[src/rtl/mtde_pkg.sv]
// shared types and constants of the midi track delta time encoder
package mtde_pkg;

	// operation carried in the input item's tuser
	typedef enum logic [1:0] {
		OP_TIME    = 2'd0,
		OP_PAYLOAD = 2'd1,
		OP_END     = 2'd2
	} op_t;

	typedef enum logic [3:0] {
		ST_IDLE,
		ST_DIFF,
		ST_ABS,
		ST_MUL_LO,
		ST_MUL_HI,
		ST_SUM,
		ST_CHECK,
		ST_ROUND,
		ST_PACK,
		ST_EMIT
	} state_t;

	// controller to datapath
	typedef struct packed {
		logic capture;
		logic diff;
		logic absv;
		logic mul_lo;
		logic mul_hi;
		logic sum;
		logic check;
		logic round;
		logic pack;
		logic emit;
	} dp_cmd_t;

	// datapath to controller
	typedef struct packed {
		logic out_free;
		logic last_byte;
	} dp_sts_t;

	localparam logic [31:0] TPS_RESET  = 32'd24931477;
	localparam logic [27:0] VLQ_MAX    = 28'hFFFFFFF;
	localparam logic [80:0] PROD_LIMIT = 81'd1 << 53;
	localparam logic [55:0] Q_HALF     = 56'h800000;
	localparam logic [24:0] ERR_HALF   = 25'h800000;
	localparam logic [7:0]  VLQ_CONT   = 8'h80;
	localparam logic [7:0]  META_MARK  = 8'hFF;
	localparam logic [7:0]  META_EOT   = 8'h2F;

endpackage

[src/rtl/mtde_ctrl.sv]
// controller state machine of the delta time encoder
module mtde_ctrl import mtde_pkg::*; (
	input  logic       clk,
	input  logic       arst_n,
	input  logic       in_valid,
	input  logic [1:0] in_op,
	output logic       in_ready,
	output dp_cmd_t    cmd,
	input  dp_sts_t    sts
);

	state_t state_q, state_nxt;
	logic   accept;

	assign accept = in_valid && (state_q == ST_IDLE);

	always_ff @(posedge clk or negedge arst_n) begin
		if (!arst_n) begin
			state_q <= ST_IDLE;
		end else begin
			state_q <= state_nxt;
		end
	end

	always_comb begin
		state_nxt = state_q;
		unique case (state_q)
			ST_IDLE: begin
				if (accept) begin
					case (in_op)
						OP_TIME:                 state_nxt = ST_DIFF;
						OP_PAYLOAD, OP_END:      state_nxt = ST_EMIT;
						default:                 state_nxt = ST_IDLE;
					endcase
				end
			end
			ST_DIFF:   state_nxt = ST_ABS;
			ST_ABS:    state_nxt = ST_MUL_LO;
			ST_MUL_LO: state_nxt = ST_MUL_HI;
			ST_MUL_HI: state_nxt = ST_SUM;
			ST_SUM:    state_nxt = ST_CHECK;
			ST_CHECK:  state_nxt = ST_ROUND;
			ST_ROUND:  state_nxt = ST_PACK;
			ST_PACK:   state_nxt = ST_EMIT;
			ST_EMIT: begin
				if (sts.out_free && sts.last_byte) begin
					state_nxt = ST_IDLE;
				end
			end
			default:   state_nxt = ST_IDLE;
		endcase
	end

	always_comb begin
		in_ready    = (state_q == ST_IDLE);
		cmd         = '0;
		cmd.capture = accept;
		unique case (state_q)
			ST_DIFF:   cmd.diff   = 1'b1;
			ST_ABS:    cmd.absv   = 1'b1;
			ST_MUL_LO: cmd.mul_lo = 1'b1;
			ST_MUL_HI: cmd.mul_hi = 1'b1;
			ST_SUM:    cmd.sum    = 1'b1;
			ST_CHECK:  cmd.check  = 1'b1;
			ST_ROUND:  cmd.round  = 1'b1;
			ST_PACK:   cmd.pack   = 1'b1;
			ST_EMIT:   cmd.emit   = sts.out_free;
			default:   cmd.emit   = 1'b0;
		endcase
	end

endmodule

[src/rtl/mtde_dp.sv]
// datapath: tick arithmetic, vlq packing and output register
module mtde_dp import mtde_pkg::*; (
	input  logic        clk,
	input  logic        arst_n,
	input  logic        cfg_wr_en,
	input  logic [31:0] cfg_wr_data,
	input  logic [55:0] in_data,
	input  logic [1:0]  in_op,
	input  dp_cmd_t     cmd,
	output dp_sts_t     sts,
	output logic        out_valid,
	input  logic        out_ready,
	output logic [39:0] out_data,
	output logic        out_last
);

	logic [31:0]      tps_q;
	logic [47:0]      last_frame_q;
	logic [24:0]      err_q;
	logic [31:0]      count_q;

	logic [47:0]      frame_q;
	logic [48:0]      diff_q;
	logic             neg_q;
	logic [47:0]      mag_q;
	logic [55:0]      pp_lo_q, pp_hi_q;
	logic [79:0]      prod_q;
	logic             sat_q;
	logic [55:0]      t_q;
	logic [27:0]      v_q;
	logic [3:0][7:0]  bytes_q;
	logic [1:0]       last_idx_q, idx_q;

	logic             out_valid_q, out_last_q;
	logic [7:0]       out_byte_q;
	logic [31:0]      out_len_q;

	logic [23:0]      mul_a;
	logic [55:0]      mul_p;
	logic [80:0]      lim_sum;
	logic [55:0]      p_ext, p_sgn, t_nxt, u;
	logic [27:0]      v_nxt;
	logic [24:0]      err_nxt;

	// one 24x32 multiplier shared over the two halves of the magnitude
	assign mul_a = cmd.mul_hi ? mag_q[47:24] : mag_q[23:0];
	assign mul_p = {32'd0, mul_a} * {24'd0, tps_q};

	// saturation test: (mag + 1) * tps above 2^53
	assign lim_sum = {1'b0, prod_q} + {49'd0, tps_q};
	assign p_ext   = {1'b0, prod_q[54:0]};
	assign p_sgn   = neg_q ? (56'd0 - p_ext) : p_ext;
	assign t_nxt   = p_sgn + {{31{err_q[24]}}, err_q};

	// round half up
	assign u = t_q + Q_HALF;

	always_comb begin
		if (sat_q) begin
			v_nxt   = neg_q ? 28'd0 : VLQ_MAX;
			err_nxt = 25'd0;
		end else begin
			err_nxt = {1'b0, u[23:0]} - ERR_HALF;
			if (u[55]) begin
				v_nxt = 28'd0;
			end else if (|u[54:52]) begin
				v_nxt = VLQ_MAX;
			end else begin
				v_nxt = u[51:24];
			end
		end
	end

	always_ff @(posedge clk or negedge arst_n) begin
		if (!arst_n) begin
			tps_q        <= TPS_RESET;
			last_frame_q <= '0;
			err_q        <= '0;
			count_q      <= '0;
			out_valid_q  <= 1'b0;
		end else begin
			if (cfg_wr_en) begin
				tps_q <= cfg_wr_data;
			end
			if (cmd.diff) begin
				last_frame_q <= frame_q;
			end
			if (cmd.round) begin
				err_q <= err_nxt;
			end
			if (cmd.emit) begin
				count_q     <= count_q + 32'd1;
				out_valid_q <= 1'b1;
			end else if (out_ready) begin
				out_valid_q <= 1'b0;
			end
		end
	end

	always_ff @(posedge clk) begin
		if (cmd.capture) begin
			frame_q <= in_data[47:0];
			idx_q   <= 2'd0;
			case (in_op)
				OP_PAYLOAD: begin
					bytes_q[0] <= in_data[55:48];
					last_idx_q <= 2'd0;
				end
				OP_END: begin
					bytes_q    <= {8'h00, META_EOT, META_MARK, 8'h00};
					last_idx_q <= 2'd3;
				end
				default: begin
					last_idx_q <= 2'd0;
				end
			endcase
		end
		if (cmd.diff) begin
			diff_q <= {1'b0, frame_q} - {1'b0, last_frame_q};
		end
		if (cmd.absv) begin
			neg_q <= diff_q[48];
			mag_q <= diff_q[48] ? 48'(49'd0 - diff_q) : diff_q[47:0];
		end
		if (cmd.mul_lo) begin
			pp_lo_q <= mul_p;
		end
		if (cmd.mul_hi) begin
			pp_hi_q <= mul_p;
		end
		if (cmd.sum) begin
			prod_q <= {24'd0, pp_lo_q} + {pp_hi_q, 24'd0};
		end
		if (cmd.check) begin
			sat_q <= (lim_sum > PROD_LIMIT);
			t_q   <= t_nxt;
		end
		if (cmd.round) begin
			v_q <= v_nxt;
		end
		if (cmd.pack) begin
			idx_q <= 2'd0;
			if (|v_q[27:21]) begin
				bytes_q    <= {1'b0, v_q[6:0], VLQ_CONT | {1'b0, v_q[13:7]},
				               VLQ_CONT | {1'b0, v_q[20:14]}, VLQ_CONT | {1'b0, v_q[27:21]}};
				last_idx_q <= 2'd3;
			end else if (|v_q[20:14]) begin
				bytes_q    <= {8'h00, 1'b0, v_q[6:0], VLQ_CONT | {1'b0, v_q[13:7]},
				               VLQ_CONT | {1'b0, v_q[20:14]}};
				last_idx_q <= 2'd2;
			end else if (|v_q[13:7]) begin
				bytes_q    <= {16'h0000, 1'b0, v_q[6:0], VLQ_CONT | {1'b0, v_q[13:7]}};
				last_idx_q <= 2'd1;
			end else begin
				bytes_q    <= {24'h000000, 1'b0, v_q[6:0]};
				last_idx_q <= 2'd0;
			end
		end
		if (cmd.emit) begin
			out_byte_q <= bytes_q[idx_q];
			out_last_q <= (idx_q == last_idx_q);
			out_len_q  <= count_q + 32'd1;
			idx_q      <= idx_q + 2'd1;
		end
	end

	assign sts.out_free  = !out_valid_q || out_ready;
	assign sts.last_byte = (idx_q == last_idx_q);

	assign out_valid = out_valid_q;
	assign out_data  = {out_len_q, out_byte_q};
	assign out_last  = out_last_q;

endmodule

[src/rtl/midi_track_delta_time_encoder_top.sv]
// top level of the midi track delta time encoder
//
// builds the byte stream of a midi track body, one item at a time. a
// timestamp item turns the frame distance since the previous timestamp into
// ticks with the unsigned q8.24 tick scale factor, adds the carried rounding
// residual, rounds half up and sends the delta as a 1 to 4 byte
// variable-length quantity (clamped to 0..0x0fffffff, a negative distance
// gives 0, (dist + 1) * scale above 2^53 saturates and clears the residual).
// a payload item passes its byte through, an end item sends 00 ff 2f 00 and
// operation code 3 is taken and dropped. every byte carries the running
// 32-bit track length. one item is worked on at a time: a timestamp goes
// through difference, magnitude, two passes of a shared 24x32 multiplier,
// sum, saturation check, rounding and packing, then sends one byte a cycle
// while m_tready allows; a payload or end item goes straight to sending.
// the next item is taken while the final byte of the previous one still
// waits in the output register. the user must write the tick scale through
// cfg_wr_en/cfg_wr_data only while idle; the block does not enforce this.
module midi_track_delta_time_encoder_top import mtde_pkg::*; (
	input  logic        clk,
	input  logic        arst_n,
	// configuration: tick scale factor, unsigned q8.24
	input  logic        cfg_wr_en,
	input  logic [31:0] cfg_wr_data,
	// input items
	input  logic        s_tvalid,
	output logic        s_tready,
	input  logic [55:0] s_tdata,   // frame_time[47:0], payload_byte[55:48]
	input  logic [1:0]  s_tuser,   // operation[1:0]
	// output items
	output logic        m_tvalid,
	input  logic        m_tready,
	output logic [39:0] m_tdata,   // out_byte[7:0], track_length[39:8]
	output logic        m_tlast    // last_of_run
);

	dp_cmd_t cmd;
	dp_sts_t sts;

	// sequencing of one item
	mtde_ctrl u_ctrl (
		.clk      (clk),
		.arst_n   (arst_n),
		.in_valid (s_tvalid),
		.in_op    (s_tuser),
		.in_ready (s_tready),
		.cmd      (cmd),
		.sts      (sts)
	);

	// arithmetic, byte packing, length counter and output register
	mtde_dp u_dp (
		.clk         (clk),
		.arst_n      (arst_n),
		.cfg_wr_en   (cfg_wr_en),
		.cfg_wr_data (cfg_wr_data),
		.in_data     (s_tdata),
		.in_op       (s_tuser),
		.cmd         (cmd),
		.sts         (sts),
		.out_valid   (m_tvalid),
		.out_ready   (m_tready),
		.out_data    (m_tdata),
		.out_last    (m_tlast)
	);

endmodule

[config.mk]
export PLATFORM = sky130hd
export DESIGN_NAME = midi_track_delta_time_encoder_top
export DESIGN_NICKNAME = d
export VERILOG_FILES = /design/src/rtl/mtde_pkg.sv /design/src/rtl/mtde_ctrl.sv /design/src/rtl/mtde_dp.sv /design/src/rtl/midi_track_delta_time_encoder_top.sv
export SDC_FILE = /design/constraint.sdc
export NUM_CORES = 2
export LEC_CHECK = 0
export BUFFER_PORTS_ARGS = -buffer_cell sky130_fd_sc_hd__buf_2
export CAP_MARGIN = 20
export CORE_MARGIN = 2
export CORE_UTILIZATION = 55
export DETAILED_ROUTE_END_ITERATION = 7
export GPL_ROUTABILITY_DRIVEN = 0
export HOLD_SLACK_MARGIN = 0.06
export MAX_ROUTING_LAYER = met4
export PLACE_DENSITY_LB_ADDON = 0.25
export SETUP_SLACK_MARGIN = 0.05
export SYNTH_ARGS = -nofsm -noshare
export SYNTH_HDL_FRONTEND = slang
export SYNTH_SLANG_ARGS = --single-unit
[constraint.sdc]
create_clock -name clk -period 27.9 [get_ports clk]
set_clock_uncertainty 0.05 [all_clocks]
set_input_delay 5.58 -clock clk [delete_from_list [all_inputs] [get_ports clk]]
set_output_delay 5.58 -clock clk [all_outputs]
set_load 0.005 [all_outputs]
==> reports/metrics.yaml <==
sta:
  setup_tns_ns: 0
  min_period_over_period_pct: 36.6
  finalCriticalPeriod_ns: 10.22
  slew_viol_final: 0
  finalHoldViolations: 0
  fmax_mhz: 97.8
  relSlewSlack_pct: 23.4
  rsz0062_at_grt: "no"
  setup_viol: 0
  tightest_slew_ns: 1.15
finish:
  drive_above_1_share_pct: 7.04
  nets: 7161
  syn2layout_area_growth_pct: 7.26
  fill_cells: 9046
worst_setup_path:
  cp_data_arrival_time_ns: 10.52
  crit_fanout: 32
  r2r_cells: 29
  cp-end-kind: "flip-flop"
  timing.rr.end: "u_dp.pp_lo_q[53]$_DFFE_PP_"
  crit_path_max_incr_delay_ns: 0.82
  critPathKind: "reg2reg"
  cp_num_buf_inv: 6
  cp.required_ns: 28.19
  cp-start-kind: "flip-flop"
  r2r_slack_ns: 17.68
  critPathSlowestCell: "mux2_2"
  crit_family: "adder cells"
  crit_path_frequent_cell: "fa_1"
  r2r-start: "u_ctrl.state_q[3]$_DFFE_PN0P_"
global_routing:
  grt_pass1_wl_um: 236000
  grt_pass1_vias: 43797
  grt.overflow.total: 0
  grt_use_total_pct: 27.8
  grt_max_degree: 103
  antenna_found_initial: 3
detailed_routing:
  antenna_left: 0
  wl_per_cell_um: 19.7
  drt_iter0_drc: 2949
  wl_um: 148000
  route.detailed.drc: 0
  vias: 43137
  viasPerCell: 5.73
  first_pass_iters: 6
yosys:
  ys.flop_type: "edfxtp_1"
  synth_cell_types: 83
  synth_area_sq_mm: 0.0600
  synth_area_leaders: "edfxtp_1, fa_1, ha_1"
  synth.top_cell.area_share_pct: 25.0
  synth-seq-cells: 640
  synth_fp_nets: 7152
  synth_edf_count: 499
  ys_async_sr_fraction_pct: 22.0
  yosys_warnings: 0
  syn_inst: 6040
  yosysTopAreaCell: "edfxtp_1"
  seq_area_frac_synth_pct: 30.9
  synth_area_per_cell_sq_um: 9.93
floorplanning:
  dieWidth_um: 334
  die_y_um: 334
  coreArea_sq_mm: 0.109
  initial_core_util_pct: 55.2
  ioPinCount: 138
  rows: 121
  dieArea_sq_mm: 0.112
cts:
  post_cts_buffers: 0
  cts.repair.resized: 0
  path_clk_slew_ns: 0.06
  root_buffer: "clkbuf_16"
  cts_buffer_depth: 3
  cts_made_buffers: 74
  cts_hold_buf: 0
  insertion_delay_ns: 0.65
  tritoncts: "done"
  htreeDepth: 3
  clkSinkCount: 640
placed_design:
  port_buffers: 137
  dp_hpwl_um: 112000
hold_path:
  min_path_type: "reg2reg"
  min_from: "u_dp.pp_lo_q[23]$_DFFE_PP_"
  worstHoldPathCells: 0
  worstHoldEndpoint: "u_dp.prod_q[23]$_DFFE_PP_"
run_status:
  status: "completed"
run:
  cap_violations: 0
metrics by stage:
step | cells | setup WS, ns | hold slack [ns] | utilization [%] | instance area, sq um
finish | 7526 | 17.68 | 0.357 | 59.2 | 64300
CTS | 7518 | 17.69 | 0.355 | 59.2 | 64300
floorplan | 6040 | 17.45 | 0.350 | - | 60000
global route | 7525 | 16.88 | 0.366 | 59.2 | 64300
global placement | 7383 | 17.96 | 0.351 | 57.0 | 61900
detailed placement | 7383 | 17.76 | 0.355 | 57.0 | 61900
cells in the final DEF, fill, tap and decap left out, types with 106 or more instances in the layout:
cell,synthesis,layout
buf_2,7,136
edfxtp_1,499,499
o21ai_0,276,276
ha_1,355,355
xor2_1,106,106
xnor2_1,288,288
dfrtp_1,127,124
nor2b_1,113,113
fa_1,662,662
and2_1,325,325
a21oi_1,242,242
inv_1,844,842
nand2_1,700,700
nor2_1,253,251
final cells by class:
class | count | area [sq um] | area share (%)
diodes | 4 | 10.0 | 0.0156
clock buffers | 91 | 1960 | 3.04
clock inverters | 44 | 435 | 0.677
inverters | 844 | 3170 | 4.93
multi-input cells | 4307 | 37400 | 58.1
flip-flops and latches | 640 | 18500 | 28.8
well taps | 1414 | 1770 | 2.75
repair buffers | 182 | 1040 | 1.62
flip-flops by register name, indices dropped and copies added (netlist names), 2 cells and up:
signal	cells
u_dp.idx_q	2
u_dp.out_byte_q	8
u_dp.out_len_q	32
u_ctrl.state_q	4
u_dp.v_q	28
u_dp.last_frame_q	48
u_dp.t_q	56
u_dp.frame_q	48
u_dp.count_q	32
u_dp.tps_q	32
u_dp.last_idx_q	2
u_dp.bytes_q	31
u_dp.diff_q	49
u_dp.prod_q	80
u_dp.err_q	24
u_dp.pp_hi_q	56
u_dp.mag_q	48
u_dp.pp_lo_q	56
cell usage after synthesis (14+ instances only):
| cell | count |
|---|---|
| a211oi_1 | 24 |
| and2_1 | 325 |
| a31oi_1 | 19 |
| clkbuf_1 | 236 |
| or4_1 | 17 |
| o21a_1 | 48 |
| nor3_1 | 69 |
| o211ai_1 | 20 |
| nand2_1 | 700 |
| or3_1 | 29 |
| o41ai_1 | 16 |
| ha_1 | 355 |
| inv_1 | 844 |
| xnor2_1 | 288 |
| dfrtp_1 | 127 |
| nor4_1 | 30 |
| fa_1 | 662 |
| mux2_2 | 57 |
| a21oi_1 | 242 |
| o21bai_1 | 27 |
| or2_2 | 14 |
| mux2i_1 | 14 |
| dfstp_2 | 14 |
| nor2_1 | 253 |
| nand4_1 | 54 |
| and3_1 | 48 |
| o31ai_1 | 44 |
| o21ai_0 | 276 |
| a21o_1 | 101 |
| nor2b_1 | 113 |
| nand3_1 | 100 |
| edfxtp_1 | 499 |
| nand2b_1 | 79 |
| xor2_1 | 106 |
worst max path at each step:
stage	startpoint	to	slack, ns	cells past startpoint
floorplan	u_ctrl.state_q[1]$_DFFE_PN0P_	u_dp.pp_hi_q[53]$_DFFE_PP_	17.45	30
global placement	u_ctrl.state_q[3]$_DFFE_PN0P_	u_dp.pp_hi_q[53]$_DFFE_PP_	17.96	29
detailed placement	u_ctrl.state_q[2]$_DFFE_PN0P_	u_dp.pp_hi_q[53]$_DFFE_PP_	17.76	29
CTS	u_ctrl.state_q[3]$_DFFE_PN0P_	u_dp.pp_hi_q[53]$_DFFE_PP_	17.69	29
global route	u_ctrl.state_q[2]$_DFFE_PN0P_	u_dp.pp_lo_q[53]$_DFFE_PP_	16.88	29
finish	u_ctrl.state_q[3]$_DFFE_PN0P_	u_dp.pp_lo_q[53]$_DFFE_PP_	17.68	29
layer usage:
metal	global-route usage [%]	share of wire, %	up-vias
li1	-	-	19971
met1	33.9	40	21260
met2	46.1	49	1497
met3	3.80	6.3	409
met4	12.9	5.4	0
met5	-	0	-
worst reg2reg max path: cells and delay by family (launching register included):
kind / cells / cell delay (ns)
and+or+nand+nor: 7 / 1.27
adders and majority gates: 8 / 3.97
muxes: 1 / 0.90
DFF: 1 / 0.51
AOI/OAI and AO/OA: 7 / 2.52
buffers and inverters: 6 / 0.68
cells by family after synthesis:
group / share of synthesized area, %
buffers and inverters: 6.86
adders and majority gates: 29.5
xor gates and xnor gates: 5.76
AOI/OAI and AO/OA: 9.89
DFF: 30.9
and+or+nand+nor: 15.5
muxes: 1.57
Power is not shown: default switching activity piles up to over one toggle a cycle in this logic, so the estimate is an artifact.
